$ cat src/sv/ppu_ram.sv
// Generic single-write, single-read RAM with registered read data.
// No dependencies.
module ppu_ram #(
	parameter int WIDTH = 32,
	parameter int DEPTH = 64
) (
	input  logic                                   clk,
	input  logic                                   we,
	input  logic [(DEPTH > 1 ? $clog2(DEPTH) : 1)-1:0] waddr,
	input  logic [WIDTH-1:0]                       wdata,
	input  logic [(DEPTH > 1 ? $clog2(DEPTH) : 1)-1:0] raddr,
	output logic [WIDTH-1:0]                       rdata
);
	logic [WIDTH-1:0] mem_q [DEPTH];

	always_ff @(posedge clk) begin
		if (we)
			mem_q[waddr] <= wdata;
		rdata <= mem_q[raddr];
	end
endmodule

$ cat config.mk
export PLATFORM = sky130hd
export DESIGN_NAME = ppu_ram
export DESIGN_NICKNAME = d
export VERILOG_FILES = /design/src/sv/ppu_ram.sv
export SDC_FILE = /design/constraint.sdc
export NUM_CORES = 2
export LEC_CHECK = 0
export BUFFER_PORTS_ARGS = -buffer_cell sky130_fd_sc_hd__buf_4
export CORE_MARGIN = 2
export CORE_UTILIZATION = 45
export DETAILED_ROUTE_END_ITERATION = 12
export HOLD_SLACK_MARGIN = 0.15
export MAX_ROUTING_LAYER = met4
export PLACE_DENSITY = 0.64
export SETUP_SLACK_MARGIN = 0.15
export SYNTH_ARGS = -nofsm -noshare
export SYNTH_HDL_FRONTEND = slang
export SYNTH_SLANG_ARGS = --single-unit
$ cat constraint.sdc
create_clock -name clk -period 5.7 [get_ports clk]
set_input_delay 1.14 -clock clk [delete_from_list [all_inputs] [get_ports clk]]
set_output_delay 1.14 -clock clk [all_outputs]
set_load 0.01 [all_outputs]
; Word-level counts from Yosys, hierarchy flattened
; Memories as Yosys holds them, arrays and structs flattened. A register that Yosys moved wholly into a read port is not among the register bits.
; Index checks and enable logic that the tools add are counted.
; W data, S select, Z words.
[word_totals]
register_bits = 0
ram_bits = 2048
output_inout_bits = 32
word_cells = 3
memories = 1
[mem_list]
columns = memory, words, word_bits, rd, rd_ports_with_merged_regs, write_ports, line
row1 = mem_q, 64, 32, 1, 1, 1, 14  ; logic [WIDTH-1:0] mem_q [DEPTH];
[op_classes]
n_mux = 2
[ops]
columns = cell, count
row1 = $mux W1, 2

; Logic depth before layout (Yosys ltp)
[logic_depth]
ltp_word = 2
depth_mapped = 10
mapped_depth_nobuf = 5

; Worst setup path after synthesis
; Ideal clock, no wire load.
[synth_path]
path_kind = input to register
from = in waddr[3] (netlist bit)
to = mem mem_q[48][0], enable pin
setup_time_ps = 461
t_arrival_ps = 3839
required_ps = 5239
slack_ps = 1400
cell_stages = 4
path_buffers = 1
path_cell_list = clkbuf_1 nor2b_1 nand4b_1 nor3_1
[synth_lines]
columns = element, line
row1 = "start, declared", 9  ; input logic [(DEPTH > 1 ? $clog2(DEPTH) : 1)-1:0] waddr,
row2 = "end, declared", 14
; No word-level cell before the write port.

==> metrics.txt <==
Max IR drop VDD 305 uV; initial antenna violation count 6; sw frac 0.209; post-CTS setup buffers 0; port buffer count 77; fin cells 6054; CP Capture Type flop; most common cell after layout, fill and taps aside edfxtp_1; area delta synth->final 13.9%; Tmin final 3.47 ns; Die Y-Extent 422 um; Layout Skew 0.0311 ns; Sequential Area 62100 um^2; setup slack, reg-to-reg 3.28 ns; First DRT Iteration DRCs 4928; RR Endpoint rdata[5]; Arr. time, crit path 4.12 ns; period utilisation layout 0.610; cell row count 153; vias after detailed routing 36600; CP startpoint raddr[0]; Setup crit end rdata[5]; Worst Path Required 6.34 ns; gr usage total 0.229; Leak 0.0277 uW; Clock Sinks 2080; Avg Inst Size Synth 23.6 um^2; mapped cell area 78500 um^2; launch point of the worst reg-to-reg path mem_q[35][5]; post-placement cell count 5670; Max FO, Critical Path 89; IO Pins 78; Critical Path Start Type primary input; gr busiest metal met2; Initial DRT Pass Iterations 7; Flop pwr share 0.535; die width 422 um; core footprint 174000 um^2; Hold Path Class reg2reg; Slew Viols, Final 0; Hold Fails Final Rpt 0; Total Wirelength 198000 um; post-DP HPWL 111000 um; Power Density 356 nW/um^2; Comb pwr share 0.049; worst skew pair latency 0.83 ns; Netlist cell types 34; Bufs on Longest Clock Path 3; share of cells above drive strength 1 0.298; first-pass GRT wire length 279000 um; met2 usage 0.358; vias per cell 6.05; GR Overflow Total 0; status finished, final reports clean; setup TNS 0 ns; Seq/Total Area, Yosys 0.791; global routing usage on met1 0.316; clock-pin slew on the worst setup and hold paths 0.06 ns; syn nets 3370; Seq cells post-synth 2080; vias in the first global route 36800; die area 178000 um^2; CTS buffer count 203; Slew headroom 0.0735; r2r worst-path depth 4; pin count of the biggest net entering global routing 90; ANT nets after route 0; Post-CTS Hold Buffers 0; Multi-input gate area 16000 um^2; DRC Markers 0; H-tree levels 4; CTS root buffer clkbuf_16; wire per inst 32.7 um; routability cong. 0.805; synth warn 0; # fillers 13300; slew at the pin closest to its max-slew limit 1.39 ns; sw power 6640 uW; f_max 288 MHz; commonest cells after routing, fill and taps aside edfxtp_1 (2048), mux4_2 (544), clkbuf_16 (210); starting density of the core 0.452; RSZ-0062 raised after global routing no; TritonCTS clock tree done; PostCTS Resize Cnt 0; # setup viols final 0; Pint 25200 uW; hold depth 4; Cells after Synth 3324; Clk pwr share 0.416; number of max-cap violations 0; WS Path Type in2reg; nets 3596; met3 usage in global routing 0.0412
[power groups by stage]
| stage | logic [uW] | clock network, uW | registers (uW) |
|---|---|---|---|
| 6_report | 1570 | 13200 | 17000 |
| 5_1_grt | 1650 | 14000 | 17000 |
| 4_1_cts | 1580 | 13400 | 17000 |
| 3_5_place_dp | 1580 | 0 | 17300 |
| 3_3_place_gp | 1560 | 0 | 17300 |
| 2_1_floorplan | 823 | 0 | 17300 |
[cells in the mapped netlist]
master	count	area, um^2
a21oi_1	62	310
a22oi_1	12	90.1
a311oi_1	8	70.1
a31oi_1	1	6.26
a41o_1	4	40.0
and2_1	2	12.5
and3_1	4	25.0
buf_1	21	78.8
buf_2	57	285
buf_4	25	188
buf_6	5	56.3
clkbuf_1	74	278
dfxtp_1	32	641
edfxtp_1	2048	61500
mux2i_1	93	931
mux4_2	544	12300
nand2_1	26	97.6
nand2b_1	8	50.1
nand3_1	5	25.0
nand3b_1	5	37.5
nand4_1	2	12.5
nand4b_1	1	8.76
nor2_1	137	514
nor2b_1	15	93.8
nor3_1	7	35.0
o221ai_1	27	236
o22ai_1	84	526
o32ai_1	4	35.0
or2_0	1	6.26
or2_1	1	6.26
or2_2	1	6.26
or3_1	3	18.8
or3b_1	2	17.5
or3b_2	3	26.3
[layout make-up]
type,instances,share of cell area
clock inverter,93,0.00910
sequential,2080,0.695
antenna,6,0.000168
multi-input combinational,1062,0.179
clock buffer,285,0.0647
tap,2325,0.0325
timing repair buffer,203,0.0200
[cell families (layout without fill, tap and decap cells)]
kind of cell | Yosys count | in the layout | synth area share
compound gates | 202 | 202 | 0.0167
simple gates | 223 | 223 | 0.0127
mux | 637 | 637 | 0.168
other cells | 0 | 6 | 0
flops | 2080 | 2080 | 0.791
buf+inv | 182 | 581 | 0.0113
[critical path, cell delays in order]
cell and delay [ns]:
buf_8 0.27, buf_12 0.53, mux4_2 0.62, mux4_2 0.54
o22ai_1 0.57, nor2_1 0.26
[routing by layer]
metal	vias to the layer above	routed length, um
met2	1600	96700
met5	-	0
met1	20000	80400
li1	14700	-
met4	0	4760
met3	257	15900
[worst min-delay path by stage]
stage                             start   endpoint  slack, ns
after floorplan           mem_q[12][17]  rdata[17]       0.66
after global placement    mem_q[12][17]  rdata[17]       0.72
after detailed placement  mem_q[12][17]  rdata[17]       0.71
after CTS                 mem_q[12][17]  rdata[17]       0.73
after global routing      mem_q[12][17]  rdata[17]       0.82
final                     mem_q[12][17]  rdata[17]       0.72
[state kept, by name, summed over array words and instances, names as in the netlist]
signal	count
rdata	32
mem_q	2048
[through the flow]
step / setup slack [ns] / power [uW] / area (um^2) / hold slack, ns / utilization
finish: 2.23 / 31800 / 89400 / 0.723 / 0.515
detailed placement: 1.32 / 18900 / 82800 / 0.711 / 0.477
global route: 2.18 / 32600 / 89400 / 0.821 / 0.515
floorplan: 1.40 / 18100 / 78500 / 0.663 / -
CTS: 2.19 / 32000 / 89400 / 0.726 / 0.515
global placement: 1.32 / 18900 / 82800 / 0.715 / 0.477
Note: power is estimated with default switching activity, not from simulation.
